`src/rtl/dust_sensor_frame_averager_unit_macros.svh`:
```
// ----------------------------------------------------------------------------
// Dust sensor frame averager assertion macros
// Shared concurrent assertion forms, clocked on clk and held off during reset.
// ----------------------------------------------------------------------------
`ifndef DUST_SENSOR_FRAME_AVERAGER_UNIT_MACROS_SVH
`define DUST_SENSOR_FRAME_AVERAGER_UNIT_MACROS_SVH

// Consequent must hold in the same cycle as the antecedent.
`define DSFA_ASSERT_NOW(lbl, ante, cons) \
  lbl: assert property (@(posedge clk) disable iff (!rst_n) (ante) |-> (cons)) \
    else $error("dsfa: same-cycle check failed");

// Consequent must hold in the cycle after the antecedent.
`define DSFA_ASSERT_NEXT(lbl, ante, cons) \
  lbl: assert property (@(posedge clk) disable iff (!rst_n) (ante) |=> (cons)) \
    else $error("dsfa: next-cycle check failed");

`endif

```
`src/rtl/dsfa_pkg.sv`:
```
// ----------------------------------------------------------------------------
// Dust sensor frame averager package
// Operation codes, frame constants, shared types and sequencer states.
// ----------------------------------------------------------------------------
package dsfa_pkg;

  localparam int WIN_LEN = 10;
  localparam int VAL_W   = 20;

  localparam logic [1:0] OP_PUSH = 2'd0;
  localparam logic [1:0] OP_POLL = 2'd1;
  localparam logic [1:0] OP_READ = 2'd2;

  localparam logic [7:0] FRAME_HEAD = 8'hAA;
  localparam logic [7:0] FRAME_TAIL = 8'hAB;
  localparam logic [7:0] CMD_TENTHS = 8'hC0;
  localparam logic [7:0] CMD_WHOLE  = 8'hCF;
  localparam logic [3:0] UNIT_SCALE = 4'd10;

  typedef struct packed {
    logic             ok;
    logic             kind;
    logic [VAL_W-1:0] fine;
    logic [VAL_W-1:0] coarse;
  } frame_t;

  typedef struct packed {
    logic             frame_ok;
    logic             frame_kind;
    logic [VAL_W-1:0] fine_reading;
    logic [VAL_W-1:0] coarse_reading;
    logic             new_reading;
    logic             average_valid;
    logic [VAL_W-1:0] fine_average;
    logic [VAL_W-1:0] coarse_average;
  } result_t;

  typedef enum logic [1:0] {
    ST_IDLE,
    ST_DIV_FINE,
    ST_DIV_COARSE,
    ST_WRITE
  } state_t;

endpackage

```
`src/rtl/dsfa_channel_if.sv`:
```
// ----------------------------------------------------------------------------
// Dust sensor frame averager channels
// Valid/ready channels for input items and result items.
// ----------------------------------------------------------------------------
interface dsfa_in_if;
  logic       valid;
  logic       ready;
  logic [1:0] operation;
  logic [7:0] rx_byte;

  modport source (output valid, operation, rx_byte, input ready);
  modport sink (input valid, operation, rx_byte, output ready);
endinterface

interface dsfa_out_if;
  logic        valid;
  logic        ready;
  logic        frame_ok;
  logic        frame_kind;
  logic [19:0] fine_reading;
  logic [19:0] coarse_reading;
  logic        new_reading;
  logic        average_valid;
  logic [19:0] fine_average;
  logic [19:0] coarse_average;

  modport source (output valid, frame_ok, frame_kind, fine_reading, coarse_reading,
                  new_reading, average_valid, fine_average, coarse_average,
                  input ready);
  modport sink (input valid, frame_ok, frame_kind, fine_reading, coarse_reading,
                new_reading, average_valid, fine_average, coarse_average,
                output ready);
endinterface

```
`src/rtl/dsfa_frame_parser.sv`:
```
// ----------------------------------------------------------------------------
// Dust sensor frame parser
// Ten-byte sliding window with head, tail, command and checksum decode.
// ----------------------------------------------------------------------------
module dsfa_frame_parser (
  input  logic                clk,
  input  logic                rst_n,
  input  logic                push,
  input  logic [7:0]          rx_byte,
  output dsfa_pkg::frame_t    frame
);

  logic [7:0] win_r   [dsfa_pkg::WIN_LEN];
  logic [7:0] win_nxt [dsfa_pkg::WIN_LEN];
  logic [7:0] csum;
  logic [15:0] lo_word;
  logic [15:0] hi_word;
  logic        whole;

  // Window as it will look once this byte is shifted in.
  always_comb begin
    for (int i = 0; i < dsfa_pkg::WIN_LEN - 1; i++) begin
      win_nxt[i] = win_r[i+1];
    end
    win_nxt[dsfa_pkg::WIN_LEN-1] = rx_byte;
  end

  always_comb begin
    csum = 8'd0;
    for (int i = 2; i <= 7; i++) begin
      csum = csum + win_nxt[i];
    end
    lo_word = {win_nxt[3], win_nxt[2]};
    hi_word = {win_nxt[5], win_nxt[4]};
    whole   = (win_nxt[1] == dsfa_pkg::CMD_WHOLE);

    frame.ok   = (win_nxt[0] == dsfa_pkg::FRAME_HEAD) &&
                 (win_nxt[9] == dsfa_pkg::FRAME_TAIL) &&
                 ((win_nxt[1] == dsfa_pkg::CMD_TENTHS) || whole) &&
                 (csum == win_nxt[8]);
    frame.kind = whole;
    if (whole) begin
      frame.fine   = 20'(hi_word) * 20'(dsfa_pkg::UNIT_SCALE);
      frame.coarse = 20'(lo_word) * 20'(dsfa_pkg::UNIT_SCALE);
    end else begin
      frame.fine   = 20'(lo_word);
      frame.coarse = 20'(hi_word);
    end
  end

  always_ff @(posedge clk) begin
    if (!rst_n) begin
      for (int i = 0; i < dsfa_pkg::WIN_LEN; i++) begin
        win_r[i] <= 8'd0;
      end
    end else if (push) begin
      win_r <= win_nxt;
    end
  end

endmodule

```
`src/rtl/dsfa_divider.sv`:
```
// ----------------------------------------------------------------------------
// Dust sensor frame averager divider
// Shared restoring divider, one quotient bit per cycle.
// ----------------------------------------------------------------------------
`include "dust_sensor_frame_averager_unit_macros.svh"

module dsfa_divider #(
  parameter int SUM_W = 36,
  parameter int DEN_W = 16
) (
  input  logic             clk,
  input  logic             rst_n,
  input  logic             start,
  input  logic [SUM_W-1:0] dividend,
  input  logic [DEN_W-1:0] divisor,
  output logic             done,
  output logic [SUM_W-1:0] quotient
);

  localparam int CNT_W = $clog2(SUM_W + 1);

  logic [SUM_W-1:0] quo_r, quo_nxt;
  logic [DEN_W-1:0] rem_r, rem_nxt;
  logic [DEN_W-1:0] den_r, den_nxt;
  logic [CNT_W-1:0] cnt_r, cnt_nxt;
  logic             busy_r, busy_nxt;
  logic             done_r, done_nxt;
  logic [DEN_W:0]   trial;
  logic [DEN_W+1:0] diff;
  logic             borrow;

  assign trial  = {rem_r, quo_r[SUM_W-1]};
  assign diff   = {1'b0, trial} - {2'b00, den_r};
  assign borrow = diff[DEN_W+1];

  always_comb begin
    quo_nxt  = quo_r;
    rem_nxt  = rem_r;
    den_nxt  = den_r;
    cnt_nxt  = cnt_r;
    busy_nxt = busy_r;
    done_nxt = 1'b0;
    if (start) begin
      quo_nxt  = dividend;
      rem_nxt  = '0;
      den_nxt  = divisor;
      cnt_nxt  = CNT_W'(SUM_W);
      busy_nxt = 1'b1;
    end else if (busy_r) begin
      // Subtract when the trial remainder covers the divisor, else restore.
      rem_nxt = borrow ? trial[DEN_W-1:0] : diff[DEN_W-1:0];
      quo_nxt = {quo_r[SUM_W-2:0], !borrow};
      cnt_nxt = cnt_r - 1'b1;
      if (cnt_r == CNT_W'(1)) begin
        busy_nxt = 1'b0;
        done_nxt = 1'b1;
      end
    end
  end

  always_ff @(posedge clk) begin
    if (!rst_n) begin
      busy_r <= 1'b0;
      done_r <= 1'b0;
      cnt_r  <= '0;
    end else begin
      busy_r <= busy_nxt;
      done_r <= done_nxt;
      cnt_r  <= cnt_nxt;
    end
    quo_r <= quo_nxt;
    rem_r <= rem_nxt;
    den_r <= den_nxt;
  end

  assign done     = done_r;
  assign quotient = quo_r;

  `DSFA_ASSERT_NOW(a_start_when_free, start, !busy_r)
  `DSFA_ASSERT_NOW(a_done_not_busy, done_r, !busy_r)
  `DSFA_ASSERT_NOW(a_busy_has_count, busy_r, cnt_r != '0)

endmodule

```
`src/rtl/dust_sensor_frame_averager_unit.sv`:
```
// ----------------------------------------------------------------------------
// Dust sensor frame averager
// Parses sensor frames from serial bytes, accumulates readings, reports means.
// ----------------------------------------------------------------------------
// The result of a push or a poll is loaded into the output register at the
// transfer. A read with a nonzero count runs the shared restoring divider
// twice, PM2.5 then PM10, one quotient bit per cycle. Its result is loaded
// in ST_WRITE once both divisions are done, later if the output register is
// still held, and no input is taken until then. A new input is taken while
// the previous result waits, as long as the output register is freed at the
// same edge.
`include "dust_sensor_frame_averager_unit_macros.svh"

module dust_sensor_frame_averager_unit #(
  parameter int COUNT_BITS = 16
) (
  input  logic              clk,
  input  logic              rst_n,
  dsfa_in_if.sink           in_ch,
  dsfa_out_if.source        out_ch
);

  localparam int SUM_W = COUNT_BITS + dsfa_pkg::VAL_W;
  localparam int VW    = dsfa_pkg::VAL_W;

  dsfa_pkg::state_t  state_r, state_nxt;
  dsfa_pkg::frame_t  frame;
  dsfa_pkg::result_t res_r, res_nxt;
  logic              out_valid_r, out_valid_nxt;
  logic              flag_r, flag_nxt;
  logic [SUM_W-1:0]  fine_sum_r, fine_sum_nxt;
  logic [SUM_W-1:0]  coarse_sum_r, coarse_sum_nxt;
  logic [COUNT_BITS-1:0] count_r, count_nxt;
  logic [VW-1:0]     fine_avg_r, fine_avg_nxt;
  logic [VW-1:0]     coarse_avg_r, coarse_avg_nxt;

  logic              out_free;
  logic              accept;
  logic              push;
  logic              read_go;
  logic              div_start;
  logic              div_done;
  logic [SUM_W-1:0]  div_dividend;
  logic [SUM_W-1:0]  div_quo;

  assign out_free    = !out_valid_r || out_ch.ready;
  assign in_ch.ready = (state_r == dsfa_pkg::ST_IDLE) && out_free;
  assign accept      = in_ch.valid && in_ch.ready;
  assign push        = accept && (in_ch.operation == dsfa_pkg::OP_PUSH);
  assign read_go     = accept && (in_ch.operation == dsfa_pkg::OP_READ) &&
                       (count_r != '0);

  dsfa_frame_parser u_parser (
    .clk     (clk),
    .rst_n   (rst_n),
    .push    (push),
    .rx_byte (in_ch.rx_byte),
    .frame   (frame)
  );

  dsfa_divider #(
    .SUM_W (SUM_W),
    .DEN_W (COUNT_BITS)
  ) u_divider (
    .clk      (clk),
    .rst_n    (rst_n),
    .start    (div_start),
    .dividend (div_dividend),
    .divisor  (count_r),
    .done     (div_done),
    .quotient (div_quo)
  );

  // Sequencer next state.
  always_comb begin
    state_nxt = state_r;
    unique case (state_r)
      dsfa_pkg::ST_IDLE:       if (read_go) state_nxt = dsfa_pkg::ST_DIV_FINE;
      dsfa_pkg::ST_DIV_FINE:   if (div_done) state_nxt = dsfa_pkg::ST_DIV_COARSE;
      dsfa_pkg::ST_DIV_COARSE: if (div_done) state_nxt = dsfa_pkg::ST_WRITE;
      dsfa_pkg::ST_WRITE:      if (out_free) state_nxt = dsfa_pkg::ST_IDLE;
      default:                 state_nxt = dsfa_pkg::ST_IDLE;
    endcase
  end

  // Sequencer outputs.
  always_comb begin
    div_start    = 1'b0;
    div_dividend = coarse_sum_r;
    unique case (state_r)
      dsfa_pkg::ST_IDLE: begin
        div_start    = read_go;
        div_dividend = fine_sum_r;
      end
      dsfa_pkg::ST_DIV_FINE: begin
        div_start = div_done;
      end
      dsfa_pkg::ST_DIV_COARSE: ;
      dsfa_pkg::ST_WRITE: ;
      default: ;
    endcase
  end

  // Datapath next values.
  always_comb begin
    res_nxt        = res_r;
    out_valid_nxt  = out_valid_r && !out_ch.ready;
    flag_nxt       = flag_r;
    fine_sum_nxt   = fine_sum_r;
    coarse_sum_nxt = coarse_sum_r;
    count_nxt      = count_r;
    fine_avg_nxt   = fine_avg_r;
    coarse_avg_nxt = coarse_avg_r;

    if (accept && !read_go) begin
      res_nxt       = '0;
      out_valid_nxt = 1'b1;
      case (in_ch.operation)
        dsfa_pkg::OP_PUSH: begin
          if (frame.ok) begin
            res_nxt.frame_ok       = 1'b1;
            res_nxt.frame_kind     = frame.kind;
            res_nxt.fine_reading   = frame.fine;
            res_nxt.coarse_reading = frame.coarse;
            flag_nxt               = 1'b1;
            // Hold the sums once the count has saturated.
            if (count_r != {COUNT_BITS{1'b1}}) begin
              fine_sum_nxt   = fine_sum_r + SUM_W'(frame.fine);
              coarse_sum_nxt = coarse_sum_r + SUM_W'(frame.coarse);
              count_nxt      = count_r + 1'b1;
            end
          end
        end
        dsfa_pkg::OP_POLL: begin
          res_nxt.new_reading = flag_r;
          flag_nxt            = 1'b0;
        end
        default: ;
      endcase
    end

    if (div_done && (state_r == dsfa_pkg::ST_DIV_FINE)) begin
      fine_avg_nxt = div_quo[VW-1:0];
    end
    if (div_done && (state_r == dsfa_pkg::ST_DIV_COARSE)) begin
      coarse_avg_nxt = div_quo[VW-1:0];
    end

    if ((state_r == dsfa_pkg::ST_WRITE) && out_free) begin
      res_nxt                = '0;
      res_nxt.average_valid  = 1'b1;
      res_nxt.fine_average   = fine_avg_r;
      res_nxt.coarse_average = coarse_avg_r;
      out_valid_nxt          = 1'b1;
      fine_sum_nxt           = '0;
      coarse_sum_nxt         = '0;
      count_nxt              = '0;
    end
  end

  always_ff @(posedge clk) begin
    if (!rst_n) begin
      state_r      <= dsfa_pkg::ST_IDLE;
      out_valid_r  <= 1'b0;
      flag_r       <= 1'b0;
      fine_sum_r   <= '0;
      coarse_sum_r <= '0;
      count_r      <= '0;
    end else begin
      state_r      <= state_nxt;
      out_valid_r  <= out_valid_nxt;
      flag_r       <= flag_nxt;
      fine_sum_r   <= fine_sum_nxt;
      coarse_sum_r <= coarse_sum_nxt;
      count_r      <= count_nxt;
    end
    res_r        <= res_nxt;
    fine_avg_r   <= fine_avg_nxt;
    coarse_avg_r <= coarse_avg_nxt;
  end

  assign out_ch.valid          = out_valid_r;
  assign out_ch.frame_ok       = res_r.frame_ok;
  assign out_ch.frame_kind     = res_r.frame_kind;
  assign out_ch.fine_reading   = res_r.fine_reading;
  assign out_ch.coarse_reading = res_r.coarse_reading;
  assign out_ch.new_reading    = res_r.new_reading;
  assign out_ch.average_valid  = res_r.average_valid;
  assign out_ch.fine_average   = res_r.fine_average;
  assign out_ch.coarse_average = res_r.coarse_average;

  `DSFA_ASSERT_NOW(a_empty_sums, count_r == '0, fine_sum_r == '0 && coarse_sum_r == '0)
  `DSFA_ASSERT_NEXT(a_frame_sets_flag, push && frame.ok, flag_r)
  `DSFA_ASSERT_NOW(a_done_in_div, div_done,
    state_r == dsfa_pkg::ST_DIV_FINE || state_r == dsfa_pkg::ST_DIV_COARSE)

endmodule

```
`src/flat_wrapper.sv`:
```
// flat-port wrapper written by rule: the top's interface ports become plain ports
module dust_sensor_frame_averager_unit_flat 
#(
  parameter int COUNT_BITS = 16
)
  (clk, rst_n, in_ch_valid, in_ch_operation, in_ch_rx_byte, in_ch_ready, out_ch_valid, out_ch_frame_ok, out_ch_frame_kind, out_ch_fine_reading, out_ch_coarse_reading, out_ch_new_reading, out_ch_average_valid, out_ch_fine_average, out_ch_coarse_average, out_ch_ready);
  dsfa_in_if in_ch_i ();
  dsfa_out_if out_ch_i ();
  input  logic clk;
  input  logic rst_n;
  input wire logic [$bits(in_ch_i.valid)-1:0] in_ch_valid;
  input wire logic [$bits(in_ch_i.operation)-1:0] in_ch_operation;
  input wire logic [$bits(in_ch_i.rx_byte)-1:0] in_ch_rx_byte;
  output wire logic [$bits(in_ch_i.ready)-1:0] in_ch_ready;
  output wire logic [$bits(out_ch_i.valid)-1:0] out_ch_valid;
  output wire logic [$bits(out_ch_i.frame_ok)-1:0] out_ch_frame_ok;
  output wire logic [$bits(out_ch_i.frame_kind)-1:0] out_ch_frame_kind;
  output wire logic [$bits(out_ch_i.fine_reading)-1:0] out_ch_fine_reading;
  output wire logic [$bits(out_ch_i.coarse_reading)-1:0] out_ch_coarse_reading;
  output wire logic [$bits(out_ch_i.new_reading)-1:0] out_ch_new_reading;
  output wire logic [$bits(out_ch_i.average_valid)-1:0] out_ch_average_valid;
  output wire logic [$bits(out_ch_i.fine_average)-1:0] out_ch_fine_average;
  output wire logic [$bits(out_ch_i.coarse_average)-1:0] out_ch_coarse_average;
  input wire logic [$bits(out_ch_i.ready)-1:0] out_ch_ready;
  assign in_ch_i.valid = in_ch_valid;
  assign in_ch_i.operation = in_ch_operation;
  assign in_ch_i.rx_byte = in_ch_rx_byte;
  assign in_ch_ready = in_ch_i.ready;
  assign out_ch_valid = out_ch_i.valid;
  assign out_ch_frame_ok = out_ch_i.frame_ok;
  assign out_ch_frame_kind = out_ch_i.frame_kind;
  assign out_ch_fine_reading = out_ch_i.fine_reading;
  assign out_ch_coarse_reading = out_ch_i.coarse_reading;
  assign out_ch_new_reading = out_ch_i.new_reading;
  assign out_ch_average_valid = out_ch_i.average_valid;
  assign out_ch_fine_average = out_ch_i.fine_average;
  assign out_ch_coarse_average = out_ch_i.coarse_average;
  assign out_ch_i.ready = out_ch_ready;
  dust_sensor_frame_averager_unit #(.COUNT_BITS(COUNT_BITS)) u_core (.clk(clk), .rst_n(rst_n), .in_ch(in_ch_i), .out_ch(out_ch_i));
endmodule
```
`config.mk`:
```
export PLATFORM = sky130hd
export DESIGN_NAME = dust_sensor_frame_averager_unit_flat
export DESIGN_NICKNAME = d
export VERILOG_FILES = /design/src/rtl/dsfa_pkg.sv /design/src/rtl/dsfa_channel_if.sv /design/src/rtl/dsfa_frame_parser.sv /design/src/rtl/dsfa_divider.sv /design/src/rtl/dust_sensor_frame_averager_unit.sv /design/src/flat_wrapper.sv
export VERILOG_INCLUDE_DIRS = /design/src /design/src/rtl
export SDC_FILE = /design/constraint.sdc
export NUM_CORES = 1
export LEC_CHECK = 0
export BUFFER_PORTS_ARGS = -buffer_cell sky130_fd_sc_hd__buf_2
export CAP_MARGIN = 10
export CELL_PAD_IN_SITES_DETAIL_PLACEMENT = 0
export CELL_PAD_IN_SITES_GLOBAL_PLACEMENT = 1
export CORE_ASPECT_RATIO = 0.8
export CORE_UTILIZATION = 48
export DETAILED_ROUTE_END_ITERATION = 8
export GPL_TIMING_DRIVEN = 0
export PLACE_DENSITY = 0.77
export SLEW_MARGIN = 20
export SYNTH_ARGS = -nofsm -noshare
export SYNTH_HDL_FRONTEND = slang
export SYNTH_SLANG_ARGS = --single-unit
```
`constraint.sdc`:
```
create_clock -name clk -period 5.7 [get_ports clk]
set_input_delay 0.57 -clock clk [delete_from_list [all_inputs] [get_ports clk]]
set_output_delay 0.57 -clock clk [all_outputs]
set_load 0.01 [all_outputs]
```
==> impl_metrics.env <==
export IMPL_grtUsageTotal_pct=27.6
export IMPL_clkPwrFrac_pct=43.0
export IMPL_gp_congestion=0.935
export IMPL_numCtsBuffers=40
export IMPL_die_x_um=227
export IMPL_critPathBufInv=1
export IMPL_critPathKind="register to register"
export IMPL_r2r_start="u_core.u_parser.lo_word[3]"
export IMPL_die_area_um2=41200
export IMPL_async_flop_share_pct=0
export IMPL_placed_cell_area_um2=20600
export IMPL_fin_util_pct=55.6
export IMPL_syn_inst=2062
export IMPL_numPortBuffers=99
export IMPL_worstHoldStart="in_ch_rx_byte[6]"
export IMPL_nets=2379
export IMPL_hpwl_mm=42.8
export IMPL_p_total_mw=6.29
export IMPL_switching_share_pct=25.4
export IMPL_worst_pin_slew_ps=915
export IMPL_grt_overflow=0
export IMPL_clk_pin_slew_ps=60
export IMPL_period_minus_slack_ps=5480
export IMPL_clock_path_buffers=3
export IMPL_dr_pass1_iters=5
export IMPL_yosysUniqueCellTypes=73
export IMPL_fin_ws_ps=220
export IMPL_cp_start_kind="register"
export IMPL_p_per_area_nw_per_um2=286
export IMPL_hold_path_class="primary input to register"
export IMPL_cp_cell_sequence="ha_1 -> ha_1 -> fa_1 -> a211oi_1 -> o21ai_0 -> a21oi_1 -> xnor2_1 -> nand2_1 -> nand2_1 -> ha_1 -> and4_1 -> a211oi_2 -> a21boi_1 -> o2111ai_1 -> a41oi_2 -> nand2b_1 -> clkbuf_1 -> or3_1 -> a21oi_1"
export IMPL_finalWirelength_mm=56.1
export IMPL_setup_violations=0
export IMPL_stdcell_area_um2=22000
export IMPL_setup_worst_path_start="u_core.u_parser.lo_word[3]"
export IMPL_hold_slack_ps=271
export IMPL_wl_per_cell_um=20.2
export IMPL_ant_nets=0
export IMPL_post_synth_top_count_cell="nand2_1"
export IMPL_cts_hold_buf=0
export IMPL_fmax_mhz=182
export IMPL_skew_ps=28.3
export IMPL_ys_ff_latch=364
export IMPL_worstPathRequired_ps=6120
export IMPL_first_global_vias=15100
export IMPL_synth_edff_count=132
export IMPL_pwr_share_comb_pct=11.9
export IMPL_syn_nets=2234
export IMPL_synth_area_top_cells="dfxtp_1, edfxtp_1, ha_1, nand2_1, a21oi_1"
export IMPL_cp_slowest_cell="dfxtp_1"
export IMPL_cts_root_buffer="clkbuf_16"
export IMPL_area_growth_pct=13.6
export IMPL_slowest_delay_ps=600
export IMPL_htree_levels=2
export IMPL_crit_fanout=9
export IMPL_endpoint_kind="register"
export IMPL_die_h_um=182
export IMPL_relSlewSlack_pct=39.0
export IMPL_io_pins=100
export IMPL_drtIter0Drc=1430
export IMPL_power_leakage_nw=9.24
export IMPL_synth_top_flop_cell="dfxtp_1"
export IMPL_maxCapViolCount=0
export IMPL_coreArea_um2=39600
export IMPL_vias=15900
export IMPL_antenna_cells=0
export IMPL_pre_cts_ws_ps=-582
export IMPL_clock_latency_ps=560
export IMPL_arrival_ps=5900
export IMPL_outcome="finished clean"
export IMPL_cts_tree="built"
export IMPL_synthTopCellsByCount="nand2_1, dfxtp_1, a21oi_1"
export IMPL_fin_crit_sh_pct=96.1
export IMPL_grt_max_degree=41
export IMPL_grt_pass1_wl_mm=87.4
export IMPL_cts_sinks=364
export IMPL_synth_top_area_share_pct=24.0
export IMPL_ir_drop_mv=0.187
export IMPL_synthesis_area_um2=19400
export IMPL_p_int_mw=4.69
export IMPL_synth_seq_area_share_pct=44.4
export IMPL_initial_core_util_pct=48.9
export IMPL_rows=65
export IMPL_fillers=3574
export IMPL_p_switching_mw=1.60
export IMPL_cpLargestDelayFamily="compound AO/OA/AOI/OAI gates"
export IMPL_hold_violations=0
export IMPL_antenna_found_initial=0
export IMPL_slew_violations=0
export IMPL_vias_per_cell=5.72
export IMPL_rsz0062_at_grt="no"
export IMPL_ys_warn_count=0
export IMPL_synth_top_cell_by_area="dfxtp_1"
export IMPL_final_layout_size_suffix_gt1_share_pct=9.65
export IMPL_syn_avg_cell_area_um2=9.39
export IMPL_power_frac_seq_pct=45.1
export IMPL_crit_top_cell="ha_1"
export IMPL_post_route_drc_count=0
-- cells by family after synthesis --
family	Yosys count	synth area share, %
DFF	364	44.4
and+or+nand+nor	704	17.0
adders and majority gates	158	11.4
muxes	60	3.11
buffers and inverters	186	3.79
xor gates and xnor gates	91	4.22
AOI/OAI and AO/OA	499	16.0
-- worst min-delay path: stages --
cell,delay (ps)
buf_2,110
nand2_1,50
a21oi_1,50
-- per-stage QoR --
step / setup TNS (ps) / std cells
5_1_grt: 0 / 2774
3_5_place_dp: -17080 / 2699
3_3_place_gp: -17080 / 2697
6_report: 0 / 2774
2_1_floorplan: 0 / 2062
4_1_cts: 0 / 2774
-- path summary, 6_finish.rpt --
check	to	slack [ps]	depth (start not counted)
hold reg to reg	u_core.out_ch.frame_ok	440	2
hold / removal	u_core.u_parser.win_nxt[14]	270	3
setup reg to reg	u_core.coarse_sum_r[28]	220	19
setup / recovery	u_core.coarse_sum_r[28]	220	19
-- routing by layer --
metal  wire length (µm)  track usage, %
met3               3580            4.05
met1              28500            43.2
met2              22900            39.2
met4               1050            6.84
met5                  0               0
-- placed cells by master, fill, tap and decap left out, types with 6 or more instances in the layout --
| cell | n |
|---|---|
| a31oi_1 | 6 |
| clkbuf_16 | 41 |
| nand3_1 | 35 |
| and3_1 | 59 |
| nor4_1 | 9 |
| nor2_1 | 87 |
| ha_1 | 126 |
| nand2b_1 | 7 |
| or4_1 | 17 |
| a21o_1 | 29 |
| mux2i_1 | 58 |
| a21oi_1 | 187 |
| inv_1 | 86 |
| nor3_1 | 15 |
| nand2_1 | 370 |
| or2_2 | 6 |
| fa_1 | 32 |
| o21ai_0 | 98 |
| clkinv_2 | 6 |
| a22o_1 | 36 |
| and2_1 | 14 |
| or3_1 | 25 |
| xnor2_1 | 56 |
| dfxtp_1 | 229 |
| a211o_1 | 6 |
| edfxtp_1 | 132 |
| nand4_1 | 23 |
| a211oi_1 | 31 |
| o21a_1 | 18 |
| o211ai_1 | 12 |
| clkbuf_8 | 8 |
| o31ai_1 | 21 |
| clkbuf_1 | 85 |
| buf_2 | 113 |
| xor2_1 | 33 |
| o21bai_1 | 11 |
| o21ai_1 | 8 |
-- timing repair --
| action | in CTS | in global routing |
|---|---|---|
| buffers inserted | 3 | 0 |
| endpoints found under the setup margin | 88 | 57 |
| endpoints found under the hold margin | 0 | 0 |
| pin swaps | 1 | 0 |
| gates resized for setup | 4 | 10 |
-- registers in the layout (all words and copies together), names as in the netlist, 2 cells and up --
register / cells
u_core.out_ch.coarse_average: 20
u_core.out_ch.coarse_reading: 20
u_core.out_ch.fine_reading: 20
u_core.u_parser.hi_word: 16
u_core.out_ch.fine_average: 20
u_core.fine_sum_r: 36
u_core.fine_avg_r: 20
u_core.state_r: 2
u_core.coarse_sum_r: 36
u_core.u_divider.quotient: 36
u_core.u_divider.den_r: 16
u_core.u_parser.lo_word: 16
u_core.u_parser.win_nxt: 40
u_core.u_divider.cnt_r: 6
u_core.coarse_avg_r: 20
u_core.count_r: 16
u_core.u_divider.rem_r: 16
-- layout make-up --
cell class,count,area (µm²),share of cell area (%)
plain buffers,96,400,1.82
flip-flops and latches,364,8610,39.1
repair buffers,104,553,2.51
clock buffers,60,1180,5.37
well taps,536,671,3.05
clock inverters,13,186,0.847
inverters,89,334,1.52
multi-input cells,1512,10100,45.8
-- power groups by stage --
stage	sequential (mW)	clock [mW]	combinational, mW
floorplan	2.91	0	0.502
global placement	2.89	0	0.729
detailed placement	2.89	0	0.744
CTS	2.84	2.74	0.747
global route	2.85	2.86	0.831
finish	2.84	2.70	0.749
Note: power is estimated with default switching activity, not from simulation.
